$ cat config.mk
export PLATFORM = sky130hd
export DESIGN_NAME = interval_keyed_size_cache
export DESIGN_NICKNAME = d
export VERILOG_FILES = /design/src/design/ikscache_pkg.sv /design/src/design/interval_keyed_size_cache.sv
export SDC_FILE = /design/constraint.sdc
export NUM_CORES = 1
export LEC_CHECK = 0
export BUFFER_PORTS_ARGS = -buffer_cell sky130_fd_sc_hd__buf_2
export CORE_ASPECT_RATIO = 1.75
export CORE_MARGIN = 4
export CORE_UTILIZATION = 45
export DETAILED_ROUTE_END_ITERATION = 6
export PLACE_DENSITY = 0.6
export SKIP_CTS_REPAIR_TIMING = 1
export SLEW_MARGIN = 25
export SYNTH_ARGS = -nofsm -noshare
export SYNTH_HDL_FRONTEND = slang
export SYNTH_SLANG_ARGS = --single-unit
$ cat constraint.sdc
create_clock -name clock -period 27.4 [get_ports clock]
set_input_delay 1.37 -clock clock [delete_from_list [all_inputs] [get_ports clock]]
set_output_delay 1.37 -clock clock [all_outputs]
set_load 0.03 [all_outputs]
$ cat src/design/ikscache_pkg.sv
// Beat layouts and operation codes of the interval-keyed size cache.
`timescale 1ns / 1ps

package ikscache_pkg;

   localparam logic [1:0] OP_LOOKUP = 2'd0;
   localparam logic [1:0] OP_COMMIT = 2'd1;
   localparam logic [1:0] OP_CLEAR  = 2'd2;

   localparam logic AXIS_H = 1'b0;
   localparam logic AXIS_V = 1'b1;

   localparam int REQ_DATA_W = 80;
   localparam int REQ_USER_W = 3;
   localparam int RSP_DATA_W = 64;
   localparam int RSP_USER_W = 1;

   // Request tdata, lowest field last.
   typedef struct packed {
      logic [1:0]  zero_pad;
      logic [15:0] in_nat_baseline;
      logic [15:0] in_min_baseline;
      logic [14:0] in_natural;
      logic [14:0] in_minimum;
      logic [15:0] key_size;
   } req_data_type;

   typedef struct packed {
      logic       axis;
      logic [1:0] operation;
   } req_user_type;

   // Response tdata, lowest field last.
   typedef struct packed {
      logic [1:0]  zero_pad;
      logic [15:0] out_nat_baseline;
      logic [15:0] out_min_baseline;
      logic [14:0] out_natural;
      logic [14:0] out_minimum;
   } rsp_data_type;

endpackage

$ cat src/design/interval_keyed_size_cache.sv
// Interval-keyed size cache: two axes of cached size results kept in one entry memory.
// A base access, a clear or an unused code goes from accept straight to ST_RESP; a lookup or
// commit with a key of zero or more passes through ST_SCAN first, which compares up to ENTRIES
// entries at one memory read per cycle, stopping early on a match, before ST_RESP.
// ST_RESP moves the result into the output register once rsp drains; only ST_IDLE takes a new beat (one read port).
// Reset clears base valid bits, fill counts and replace pointers; the fill count marks live entries.
`timescale 1ns / 1ps

module interval_keyed_size_cache #(
   parameter int ENTRIES   = 4,
   parameter int SIZE_BITS = 16
) (
   input  logic                                clock,
   input  logic                                reset,
   input  logic                                req_tvalid,
   output logic                                req_tready,
   // key_size, in_minimum, in_natural, in_min_baseline, in_nat_baseline, zero pad
   input  logic [ikscache_pkg::REQ_DATA_W-1:0] req_tdata,
   // operation, axis
   input  logic [ikscache_pkg::REQ_USER_W-1:0] req_tuser,
   output logic                                rsp_tvalid,
   input  logic                                rsp_tready,
   // out_minimum, out_natural, out_min_baseline, out_nat_baseline, zero pad
   output logic [ikscache_pkg::RSP_DATA_W-1:0] rsp_tdata,
   // hit
   output logic [ikscache_pkg::RSP_USER_W-1:0] rsp_tuser
);

   localparam int IDX_W  = (ENTRIES > 1) ? $clog2(ENTRIES) : 1;
   localparam int CNT_W  = $clog2(ENTRIES + 1);
   localparam int DEPTH  = 2 * ENTRIES;
   localparam int ADDR_W = $clog2(DEPTH);

   // Miss answer: no hit, sizes zero, baselines -1.
   localparam ikscache_pkg::rsp_data_type MISS_DATA = '{zero_pad: '0, out_nat_baseline: '1,
                                                        out_min_baseline: '1, out_natural: '0,
                                                        out_minimum: '0};

   // One cached result with its key interval, all fields SIZE_BITS two's complement.
   typedef struct packed {
      logic signed [SIZE_BITS-1:0] lower;
      logic signed [SIZE_BITS-1:0] upper;
      logic signed [SIZE_BITS-1:0] minimum;
      logic signed [SIZE_BITS-1:0] natural;
      logic signed [SIZE_BITS-1:0] min_bl;
      logic signed [SIZE_BITS-1:0] nat_bl;
   } entry_type;

   typedef enum logic [1:0] {ST_IDLE, ST_SCAN, ST_RESP} state_type;

   // Low bits of a stored value as seen on the response fields.
   function automatic logic [14:0] out15(input logic signed [SIZE_BITS-1:0] v);
      logic signed [31:0] w;
      w = 32'(v);
      return w[14:0];
   endfunction

   function automatic logic [15:0] out16(input logic signed [SIZE_BITS-1:0] v);
      logic signed [31:0] w;
      w = 32'(v);
      return w[15:0];
   endfunction

   // Horizontal entries sit at 0..ENTRIES-1, vertical ones right above.
   function automatic logic [ADDR_W-1:0] addr_of(input logic ax, input logic [IDX_W-1:0] idx);
      return ax ? ADDR_W'(ENTRIES) + ADDR_W'(idx) : ADDR_W'(idx);
   endfunction

   state_type                   state_ff;
   entry_type                   mem [DEPTH];
   entry_type                   rd_data_ff;

   // Item being worked on.
   logic [1:0]                  op_ff;
   logic                        axis_ff;
   logic signed [SIZE_BITS-1:0] key_ff, mn_ff, nt_ff, mb_ff, nb_ff;
   logic [CNT_W-1:0]            n_ff;
   logic [IDX_W-1:0]            scan_idx_ff;

   // Per-axis control state.
   logic                        base_valid_ff [2];
   logic [CNT_W-1:0]            count_ff [2];
   logic [IDX_W-1:0]            ptr_ff [2];

   // Base results; only the vertical axis keeps baselines.
   logic signed [SIZE_BITS-1:0] base_min_ff [2];
   logic signed [SIZE_BITS-1:0] base_nat_ff [2];
   logic signed [SIZE_BITS-1:0] base_mb_ff, base_nb_ff;

   // Finished result, then the output register.
   logic                        res_hit_ff;
   ikscache_pkg::rsp_data_type  res_data_ff;
   logic                        rsp_valid_ff;
   logic                        rsp_hit_ff;
   ikscache_pkg::rsp_data_type  rsp_data_ff;

   ikscache_pkg::req_data_type  req_fields;
   ikscache_pkg::req_user_type  req_sel;
   logic signed [31:0]          key_w, mb_w, nb_w;
   logic [31:0]                 mn_w, nt_w;
   logic signed [SIZE_BITS-1:0] key_fit, mn_fit, nt_fit, mb_fit, nb_fit;

   logic                        have, last, contains, same, full;
   logic [IDX_W-1:0]            ptr_cur, ptr_wrap, alloc_idx, scan_next;
   logic                        wr_en;
   logic [ADDR_W-1:0]           wr_addr, rd_addr;
   entry_type                   wr_data;

   logic                        base_hit, scan_start;
   ikscache_pkg::rsp_data_type  base_data, scan_data;

   // Unpack the request beat and bring each field to SIZE_BITS.
   always_comb begin
      req_fields = ikscache_pkg::req_data_type'(req_tdata);
      req_sel    = ikscache_pkg::req_user_type'(req_tuser);
      key_w      = 32'(signed'(req_fields.key_size));
      mn_w       = 32'(req_fields.in_minimum);
      nt_w       = 32'(req_fields.in_natural);
      if (req_sel.axis == ikscache_pkg::AXIS_V) begin
         mb_w = 32'(signed'(req_fields.in_min_baseline));
         nb_w = 32'(signed'(req_fields.in_nat_baseline));
      end else begin
         mb_w = -32'sd1;
         nb_w = -32'sd1;
      end
      key_fit = key_w[SIZE_BITS-1:0];
      mn_fit  = mn_w[SIZE_BITS-1:0];
      nt_fit  = nt_w[SIZE_BITS-1:0];
      mb_fit  = mb_w[SIZE_BITS-1:0];
      nb_fit  = nb_w[SIZE_BITS-1:0];
   end

   // Base answers at accept, and the entry answer once a scan finds a match.
   always_comb begin
      base_hit   = (req_sel.operation == ikscache_pkg::OP_LOOKUP) && (key_fit < 0) &&
                   base_valid_ff[req_sel.axis];
      scan_start = ((req_sel.operation == ikscache_pkg::OP_LOOKUP) ||
                    (req_sel.operation == ikscache_pkg::OP_COMMIT)) && (key_fit >= 0);
      base_data             = MISS_DATA;
      base_data.out_minimum = out15(base_min_ff[req_sel.axis]);
      base_data.out_natural = out15(base_nat_ff[req_sel.axis]);
      if (req_sel.axis == ikscache_pkg::AXIS_V) begin
         base_data.out_min_baseline = out16(base_mb_ff);
         base_data.out_nat_baseline = out16(base_nb_ff);
      end
      scan_data             = MISS_DATA;
      scan_data.out_minimum = out15(rd_data_ff.minimum);
      scan_data.out_natural = out15(rd_data_ff.natural);
      if (axis_ff == ikscache_pkg::AXIS_V) begin
         scan_data.out_min_baseline = out16(rd_data_ff.min_bl);
         scan_data.out_nat_baseline = out16(rd_data_ff.nat_bl);
      end
   end

   // Compare the entry that came back from memory with the held item.
   always_comb begin
      have      = CNT_W'(scan_idx_ff) < n_ff;
      last      = (CNT_W'(scan_idx_ff) + CNT_W'(1)) >= n_ff;
      contains  = have && (rd_data_ff.lower <= key_ff) && (rd_data_ff.upper >= key_ff);
      same      = have && (rd_data_ff.minimum == mn_ff) && (rd_data_ff.natural == nt_ff) &&
                  ((axis_ff == ikscache_pkg::AXIS_H) ||
                   ((rd_data_ff.min_bl == mb_ff) && (rd_data_ff.nat_bl == nb_ff)));
      full      = n_ff == CNT_W'(ENTRIES);
      ptr_cur   = ptr_ff[axis_ff];
      ptr_wrap  = (ptr_cur == IDX_W'(ENTRIES - 1)) ? '0 : ptr_cur + IDX_W'(1);
      alloc_idx = full ? ptr_wrap : n_ff[IDX_W-1:0];
      scan_next = scan_idx_ff + IDX_W'(1);
   end

   // On a commit, write back a widened entry on a match, or fill/replace one after the last compare.
   always_comb begin
      wr_en   = (state_ff == ST_SCAN) && (op_ff == ikscache_pkg::OP_COMMIT) && (same || last);
      wr_addr = addr_of(axis_ff, same ? scan_idx_ff : alloc_idx);
      if (same) begin
         wr_data       = rd_data_ff;
         wr_data.lower = (key_ff < rd_data_ff.lower) ? key_ff : rd_data_ff.lower;
         wr_data.upper = (key_ff > rd_data_ff.upper) ? key_ff : rd_data_ff.upper;
      end else begin
         wr_data = '{lower: key_ff, upper: key_ff, minimum: mn_ff, natural: nt_ff,
                     min_bl: mb_ff, nat_bl: nb_ff};
      end
      // Start at entry 0 on accept, then prefetch the next entry each scan cycle.
      rd_addr = (state_ff == ST_SCAN) ? addr_of(axis_ff, scan_next)
                                      : addr_of(req_sel.axis, '0);
   end

   always_ff @(posedge clock) begin
      if (wr_en) begin
         mem[wr_addr] <= wr_data;
      end
      rd_data_ff <= mem[rd_addr];
   end

   assign req_tready = (state_ff == ST_IDLE);
   assign rsp_tvalid = rsp_valid_ff;
   assign rsp_tdata  = rsp_data_ff;
   assign rsp_tuser  = rsp_hit_ff;

   always_ff @(posedge clock) begin
      if (reset) begin
         state_ff      <= ST_IDLE;
         rsp_valid_ff  <= 1'b0;
         base_valid_ff <= '{default: 1'b0};
         count_ff      <= '{default: '0};
         ptr_ff        <= '{default: '0};
      end else begin
         // Drop the response once it is taken, unless a new one moves in this cycle.
         if (rsp_valid_ff && rsp_tready && (state_ff != ST_RESP)) begin
            rsp_valid_ff <= 1'b0;
         end
         unique case (state_ff)
            ST_IDLE: begin
               if (req_tvalid) begin
                  op_ff       <= req_sel.operation;
                  axis_ff     <= req_sel.axis;
                  key_ff      <= key_fit;
                  mn_ff       <= mn_fit;
                  nt_ff       <= nt_fit;
                  mb_ff       <= mb_fit;
                  nb_ff       <= nb_fit;
                  n_ff        <= count_ff[req_sel.axis];
                  scan_idx_ff <= '0;
                  // Preload the miss result unless the base answers right away.
                  res_hit_ff  <= base_hit;
                  res_data_ff <= base_hit ? base_data : MISS_DATA;
                  state_ff    <= scan_start ? ST_SCAN : ST_RESP;
                  unique case (req_sel.operation)
                     ikscache_pkg::OP_LOOKUP: begin
                        // Answered above from the base, or by the scan.
                     end
                     ikscache_pkg::OP_COMMIT: begin
                        if (key_fit < 0) begin
                           base_min_ff[req_sel.axis]   <= mn_fit;
                           base_nat_ff[req_sel.axis]   <= nt_fit;
                           base_valid_ff[req_sel.axis] <= 1'b1;
                           if (req_sel.axis == ikscache_pkg::AXIS_V) begin
                              base_mb_ff <= mb_fit;
                              base_nb_ff <= nb_fit;
                           end
                        end
                     end
                     ikscache_pkg::OP_CLEAR: begin
                        base_valid_ff <= '{default: 1'b0};
                        count_ff      <= '{default: '0};
                        ptr_ff        <= '{default: '0};
                     end
                     default: begin
                        // Unused code: answer as a miss, touch nothing.
                     end
                  endcase
               end
            end
            ST_SCAN: begin
               if (op_ff == ikscache_pkg::OP_LOOKUP) begin
                  if (contains) begin
                     res_hit_ff  <= 1'b1;
                     res_data_ff <= scan_data;
                     state_ff    <= ST_RESP;
                  end else if (last) begin
                     state_ff <= ST_RESP;
                  end else begin
                     scan_idx_ff <= scan_next;
                  end
               end else begin
                  if (same) begin
                     state_ff <= ST_RESP;
                  end else if (last) begin
                     if (!full) begin
                        count_ff[axis_ff] <= n_ff + CNT_W'(1);
                     end
                     ptr_ff[axis_ff] <= alloc_idx;
                     state_ff        <= ST_RESP;
                  end else begin
                     scan_idx_ff <= scan_next;
                  end
               end
            end
            ST_RESP: begin
               // Hold the result until the output register is free.
               if (!rsp_valid_ff || rsp_tready) begin
                  rsp_valid_ff <= 1'b1;
                  rsp_hit_ff   <= res_hit_ff;
                  rsp_data_ff  <= res_data_ff;
                  state_ff     <= ST_IDLE;
               end
            end
            default: begin
               state_ff <= ST_IDLE;
            end
         endcase
      end
   end

endmodule

After elaboration in Yosys (flattened, before gate mapping). Memory sizes are Yosys's and may differ from the RTL's. A register that Yosys moved wholly into a read port is not among the register bits. Cells that the tools add are included.

Flip-flop bits (word level): 263. Memory bits (writable): 828. Bits of input ports: 87. Output and inout port bits: 67. Word-level logic and storage cells: 195. Memories: 3.

Add/subtract/negate cells: 6. $lt $le $gt $ge: 12. Eq/ne operators: 24. Multiplexer cells: 80. Bitwise gates (word level): 5. Reductions and logical operators: 34.

Memories: mem (words 8, width 96, rd ports 1, clocked after memory_dff 1, wr ports 1, line interval_keyed_size_cache.sv:70) `entry_type mem [DEPTH];`; base_min_ff (words 2, width 15, rd ports 1, clocked after memory_dff 0, wr ports 1, line interval_keyed_size_cache.sv:86) `logic signed [SIZE_BITS-1:0] base_min_ff [2];`; base_nat_ff (words 2, width 15, rd ports 1, clocked after memory_dff 0, wr ports 1, line interval_keyed_size_cache.sv:87) `logic signed [SIZE_BITS-1:0] base_nat_ff [2];`.

Operator list (number): 64-bit two-way mux (3); 64-bit case mux with 2 select lines (1); 96-bit two-way mux (1); 16-bit equality test (4); 16-bit two-way mux (4); 32-bit two-way mux (2); 62-bit two-way mux (1); 2-bit two-way mux (20); 6-bit two-way mux (6); 3-bit two-way mux (8); 4-bit two-way mux (5); 1-bit two-way mux (18); 2-bit != test, second input constant (9); 16-bit by 1-bit greater-or-equal comparator with 1-bit output, second input constant (1); 16-bit greater-or-equal comparator (1); 16-bit greater-than comparator (1); 16-bit less-or-equal comparator (1); 16-bit by 1-bit less-than comparator with 1-bit output, second input constant (1); 16-bit less-than comparator (1); 1-bit logical AND (15); 6-bit case mux with 2 select lines (1); 6-bit AND reduction (2); 5-bit AND reduction (2); 2-bit case mux with 2 select lines (2); other kinds (33) (51).

Depth between registers and ports, before layout.
Depth in word-level cells: 12. Gate-level depth with buffers: 14. Depth with buffers taken out: 9.

Least setup slack after synthesis. Ideal clock, no wire load.

Path type: register to register. Start point: register scan_idx_ff[0]. End point: memory mem[6][0] in the netlist's numbering (enable). Arrival time: 11567 ps. Data required time: 26614 ps. Path slack: 15047 ps. Cell stages (with the launch flop): 14. Path buffers: 4. Period minus slack after synthesis: 12353 ps. Path through: edfxtp_1 > clkbuf_1 > inv_1 > clkbuf_1 > clkbuf_1 > ha_1 > inv_1 > a21oi_1 > o2111a_1 > and3_2 > nand2_2 > buf_6 > mux2_1 > nor4_1.

Word-level cells in the longest chain between the ends: 8.

RTL lines: start, declared (line interval_keyed_size_cache.sv:78) `logic [IDX_W-1:0] scan_idx_ff;`; start signal, assigned (line interval_keyed_size_cache.sv:262) `scan_idx_ff <= scan_next;`; start signal, assigned (line interval_keyed_size_cache.sv:274) `scan_idx_ff <= scan_next;`; branches (longest 8 deep; another with 2-bit by 3-bit less-than comparator with 1-bit output); end, declared (line interval_keyed_size_cache.sv:70).

Parallel ways; which one is timed is not known.

Worst setup path in the final report.
Start point: register scan_idx_ff[0]. End point: memory mem[7][76] in the netlist's numbering (enable).

The elaborated chain is that of the path after synthesis.

==> flow_summary.html <==
<table>
<tr><th>Metric</th><th>Value</th></tr>
<tr><th colspan="2">Outcome</th></tr>
<tr><td>Result of the run</td><td>completed</td></tr>
<tr><th colspan="2">STA</th></tr>
<tr><td>Setup slack of the critical path after layout</td><td>~22 ns</td></tr>
<tr><td>Max_slew headroom</td><td>between 20% and 30%</td></tr>
<tr><td>Hold Slack</td><td>0.416 ns</td></tr>
<tr><td>Final number of max-transition violations</td><td>0</td></tr>
<tr><td>Number of endpoints with negative hold slack in the final report</td><td>0</td></tr>
<tr><td>Share of the clock period used by the worst path</td><td>a little under a fifth</td></tr>
<tr><td>Final worst path period need</td><td>roughly 5.1 ns</td></tr>
<tr><td>Summed negative setup slack over all endpoints</td><td>0 ns</td></tr>
<tr><td>Transition at the pin with the smallest max-transition slack</td><td>about 1.1 ns</td></tr>
<tr><td>RSZ-0062 raised after global routing</td><td>false</td></tr>
<tr><td>Setup violation total in the final timing report</td><td>0</td></tr>
<tr><td>Clk_skew</td><td>slightly below 0.03 ns</td></tr>
<tr><td>Maximum clock frequency</td><td>between 0.15 and 0.2 GHz</td></tr>
<tr><th colspan="2">Logic synthesis</th></tr>
<tr><td>Post-synth EDFFs</td><td>about 1100</td></tr>
<tr><td>Netlist Area Pre-Place</td><td>about 45000 um^2</td></tr>
<tr><td>Number of distinct library cell variants in the gate-level netlist after synthesis</td><td>between 60 and 70</td></tr>
<tr><td>Dominant synthesized flop cell</td><td>edfxtp_1</td></tr>
<tr><td>Syn Inst Count</td><td>a little under 3000</td></tr>
<tr><td>Flip-flop and latch count after synthesis</td><td>between 1000 and 1500</td></tr>
<tr><td>Warnings, synthesis</td><td>0</td></tr>
<tr><td>Share of synthesized flip-flops with an asynchronous set or reset</td><td>0%</td></tr>
<tr><td>Synthesized area per cell</td><td>15.8 um^2</td></tr>
<tr><td>Post-synthesis sequential area ratio</td><td>between 70% and 80%</td></tr>
<tr><th colspan="2">Floorplan</th></tr>
<tr><td>Area inside the core boundary</td><td>101000 um^2</td></tr>
<tr><td>Die Ht</td><td>between 400 and 500 um</td></tr>
<tr><td>Total I/O pin count</td><td>between 150 and 200</td></tr>
<tr><td>Std cell rows</td><td>approximately 150</td></tr>
<tr><td>Die extent in x</td><td>248 um</td></tr>
<tr><td>Area of the die</td><td>about 110000 um^2</td></tr>
<tr><td>Initial core utilization</td><td>between 40% and 50%</td></tr>
<tr><th colspan="2">Drt</th></tr>
<tr><td>TritonRoute pass-1 iters</td><td>6</td></tr>
<tr><td>Total routed wirelength</td><td>approximately 110000 um</td></tr>
<tr><td>Post-DR wirelength/cell</td><td>between 20 and 25 um</td></tr>
<tr><td>Via total after detailed routing</td><td>24900</td></tr>
<tr><td>Antenna Violating Nets Remaining</td><td>0</td></tr>
<tr><td>DRC violation count after routing</td><td>0</td></tr>
<tr><td>DRC marker count from the first detailed-route iteration</td><td>2027</td></tr>
<tr><td>Detailed-route vias per instance</td><td>about 5.7</td></tr>
<tr><th colspan="2">Finish</th></tr>
<tr><td>NumNets Final</td><td>approximately 3100</td></tr>
<tr><td>Fraction of layout instances using a drive strength above 1</td><td>between 10% and 20%</td></tr>
<tr><td>Number of fill cells in the layout</td><td>8291</td></tr>
<tr><td>Multi-input combinational cell area</td><td>approximately 10000 um^2</td></tr>
<tr><td>Fraction of the core area covered by cells at the end of the flow</td><td>around half</td></tr>
<tr><td>Area taken by flip-flops and latches</td><td>~34000 um^2</td></tr>
<tr><td>Layout area overhead</td><td>12.1%</td></tr>
<tr><th colspan="2">Clock network</th></tr>
<tr><td>Clock Tree Root</td><td>clkbuf_16</td></tr>
<tr><td>Clock-pin slew of the registers on the worst-case setup and hold paths</td><td>approximately 0.07 ns</td></tr>
<tr><td>Inserted Clock Buffers</td><td>100</td></tr>
<tr><td>Maximum buffer depth of the clock tree</td><td>3</td></tr>
<tr><td>Clk Latency, worst-skew pair</td><td>0.69 ns</td></tr>
<tr><td>Number of sinks handled by clock tree synthesis</td><td>between 1000 and 1500</td></tr>
<tr><td>Max H-tree Level</td><td>3</td></tr>
<tr><td>CTS tree</td><td>yes</td></tr>
<tr><th colspan="2">Global route</th></tr>
<tr><td>Via count of the first global-routing pass</td><td>approximately 26000</td></tr>
<tr><td>Global route total overflow</td><td>0</td></tr>
<tr><td>Total global routing track utilization</td><td>about 20%</td></tr>
<tr><td>Initial antenna violation count</td><td>2</td></tr>
<tr><td>Maximum number of pins on one net before global-route repair</td><td>175</td></tr>
<tr><td>Wire length of the first global-routing pass</td><td>161000 um</td></tr>
<tr><th colspan="2">Placement</th></tr>
<tr><td>Quantity of I/O buffers inserted on ports</td><td>between 100 and 150</td></tr>
<tr><td>HPWL after DPL</td><td>59300 um</td></tr>
<tr><td>GP Congestion</td><td>just under 0.8</td></tr>
<tr><td>Worst-case setup slack after placement</td><td>~22 ns</td></tr>
<tr><th colspan="2">Setup path</th></tr>
<tr><td>Sort of element at the end of the critical path</td><td>register</td></tr>
<tr><td>Worst Path Arrival</td><td>about 5.4 ns</td></tr>
<tr><td>Maximum fanout along the worst path</td><td>~170</td></tr>
<tr><td>R2R setup slack</td><td>~22 ns</td></tr>
<tr><td>Data required, critical path</td><td>roughly 28 ns</td></tr>
<tr><td>Critical setup path kind</td><td>register to register</td></tr>
<tr><td>Cells on worst reg2reg path</td><td>12</td></tr>
<tr><td>Reg-to-reg startpoint</td><td>scan_idx_ff[0]$_SDFFCE_PN0P_</td></tr>
<tr><td>Category of the worst setup path launch point</td><td>register</td></tr>
<tr><td>Capture instance of the worst register-to-register path</td><td>mem[7][76]$_DFFE_PP_</td></tr>
<tr><th colspan="2">Worst hold path</th></tr>
<tr><td>Hold path startpoint</td><td>res_data_ff[60]$_DFFE_PP_</td></tr>
<tr><td>Endpoint of the worst hold-timing path</td><td>rsp_tdata[60]$_DFFE_PP_</td></tr>
<tr><td>HP Class</td><td>register to register</td></tr>
<tr><td>Worst hold path depth</td><td>0</td></tr>
<tr><th colspan="2">Pwr</th></tr>
<tr><td>Leakage dissipation</td><td>around 17 nW</td></tr>
<tr><td>Max rail drop VDD</td><td>0.0416 mV</td></tr>
<tr><td>Power density over cell area</td><td>71.1 nW/um^2</td></tr>
<tr><th colspan="2">Flow run</th></tr>
<tr><td>Maximum capacitance violations</td><td>0</td></tr>
</table>
-- where the power goes --
group | switching [mW] | total (mW) | internal (mW) | leakage, nW
registers | 0.0190 | 2.01 | 1.99 | 10.5
clock network | 0.638 | 1.44 | 0.805 | 1.59
logic | 0.119 | 0.177 | 0.0582 | 4.72
-- through the flow --
stage          power, mW  area [um^2]  std cells
2_1_floorplan       2.16        45600       2900
3_3_place_gp        2.22        47700       4223
3_5_place_dp        2.22        47700       4224
4_1_cts             3.66        51000       4408
5_1_grt             3.75        51000       4408
6_report            3.63        51000       4409
-- registers in the layout, indices dropped and copies added (netlist names), 2 cells and up --
| name | count |
|---|---|
| base_mb_ff | 16 |
| base_min_ff | 30 |
| base_nat_ff | 30 |
| base_nb_ff | 16 |
| base_valid_ff | 2 |
| count_ff | 6 |
| key_ff | 16 |
| mb_ff | 16 |
| mem | 768 |
| mn_ff | 15 |
| n_ff | 3 |
| nb_ff | 16 |
| nt_ff | 15 |
| op_ff | 2 |
| ptr_ff | 4 |
| rd_data_ff | 96 |
| res_data_ff | 62 |
| rsp_tdata | 62 |
| scan_idx_ff | 2 |
| state_ff | 2 |
-- kinds of logic (layout without fill, tap and decap cells) --
| kind of cell | count (synthesis) | count (layout) | share of synthesized area (%) |
|---|---|---|---|
| buffers and inverters | 251 | 433 | 2.23 |
| XOR/XNOR | 66 | 66 | 1.27 |
| flip-flops | 1183 | 1183 | 75.7 |
| AO/OA/AOI/OAI | 537 | 537 | 7.09 |
| other | 1 | 19 | 0.00824 |
| adder cells (fa/ha/maj) | 40 | 40 | 1.10 |
| multiplexers | 168 | 168 | 6.44 |
| AND/OR/NAND/NOR | 637 | 637 | 6.21 |
-- metal layers --
layer	wire length, um	up-vias	track usage (%)
li1	-	11200	-
met1	41100	12900	24.3
met5	31	-	0
met4	3210	4	6.50
met3	5360	185	3.10
met2	57100	705	36.4
-- synthesized netlist by cell type (3+ instances only) --
library cell	count	area [um^2]
a211oi_1	4	30.0
a21o_1	3	22.5
a21oi_1	58	290
a2bb2oi_1	57	499
buf_1	6	22.5
buf_2	29	145
buf_4	7	52.6
clkbuf_1	157	589
dfxtp_1	111	2220
edfxtp_1	1072	32200
ha_1	40	500
inv_1	50	188
mux2_2	36	405
mux2i_1	35	350
mux4_2	96	2160
nand2_1	226	848
nand2b_1	37	231
nand3_1	4	20.0
nand4_1	12	75.1
nor2_1	167	627
nor2b_1	5	31.3
nor3_1	152	761
nor4_1	15	93.8
o21a_1	3	22.5
o21ai_0	299	1500
o21ai_1	21	105
o22a_1	33	289
o22ai_1	5	31.3
o31ai_1	33	248
o32ai_1	5	43.8
or2_2	3	18.8
xnor2_1	21	184
xor2_1	45	394
-- critical path: stages (launching register included) --
cell      delay (ns)
edfxtp_1        0.43
buf_4           0.35
buf_12          0.68
ha_1            0.43
ha_1            0.31
a21boi_0        0.17
o21ai_0         0.11
nor2b_1         0.21
nor2_1          0.15
mux2i_1         0.24
nor4_2          0.40
buf_4           0.45
buf_4           0.62
-- area by class of cell --
| type | count | area share, % |
|---|---|---|
| multi-input combinational | 1466 | 20.1 |
| antenna | 1 | 0.00491 |
| tap | 1326 | 3.25 |
| clock buffer | 126 | 5.30 |
| sequential | 1183 | 67.5 |
| inverter | 50 | 0.383 |
| timing repair buffer | 199 | 2.30 |
| clock inverter | 58 | 1.19 |
-- worst max-delay path by stage --
stage	endpoint	slack, ns	cells past startpoint	from
final	mem[7][76]$_DFFE_PP_	22.27	12	scan_idx_ff[0]$_SDFFCE_PN0P_
after CTS	mem[3][70]$_DFFE_PP_	22.31	9	mn_ff[13]$_DFFE_PP_
after global placement	mem[7][74]$_DFFE_PP_	22.44	12	scan_idx_ff[0]$_SDFFCE_PN0P_
after detailed placement	mem[3][70]$_DFFE_PP_	22.35	9	mn_ff[13]$_DFFE_PP_
after global routing	mem[7][76]$_DFFE_PP_	22.06	12	scan_idx_ff[0]$_SDFFCE_PN0P_
after floorplan	mem[6][0]$_DFFE_PP_	15.05	13	scan_idx_ff[0]$_SDFFCE_PN0P_
-- cells in the final DEF, fill, tap and decap left out, drive strengths merged, types with 35 or more instances in the layout --
master and instances:
mux2 37, mux4 96, xor2 45, clkbuf 126, a21oi 58, o21ai 320
mux2i 35, edfxtp 1072, nand2b 37, buf 199, nor2 168, nand2 227
nor3 153, a2bb2oi 57, inv 53, dfxtp 111, ha 40
Power figures use the tool's default switching activity.
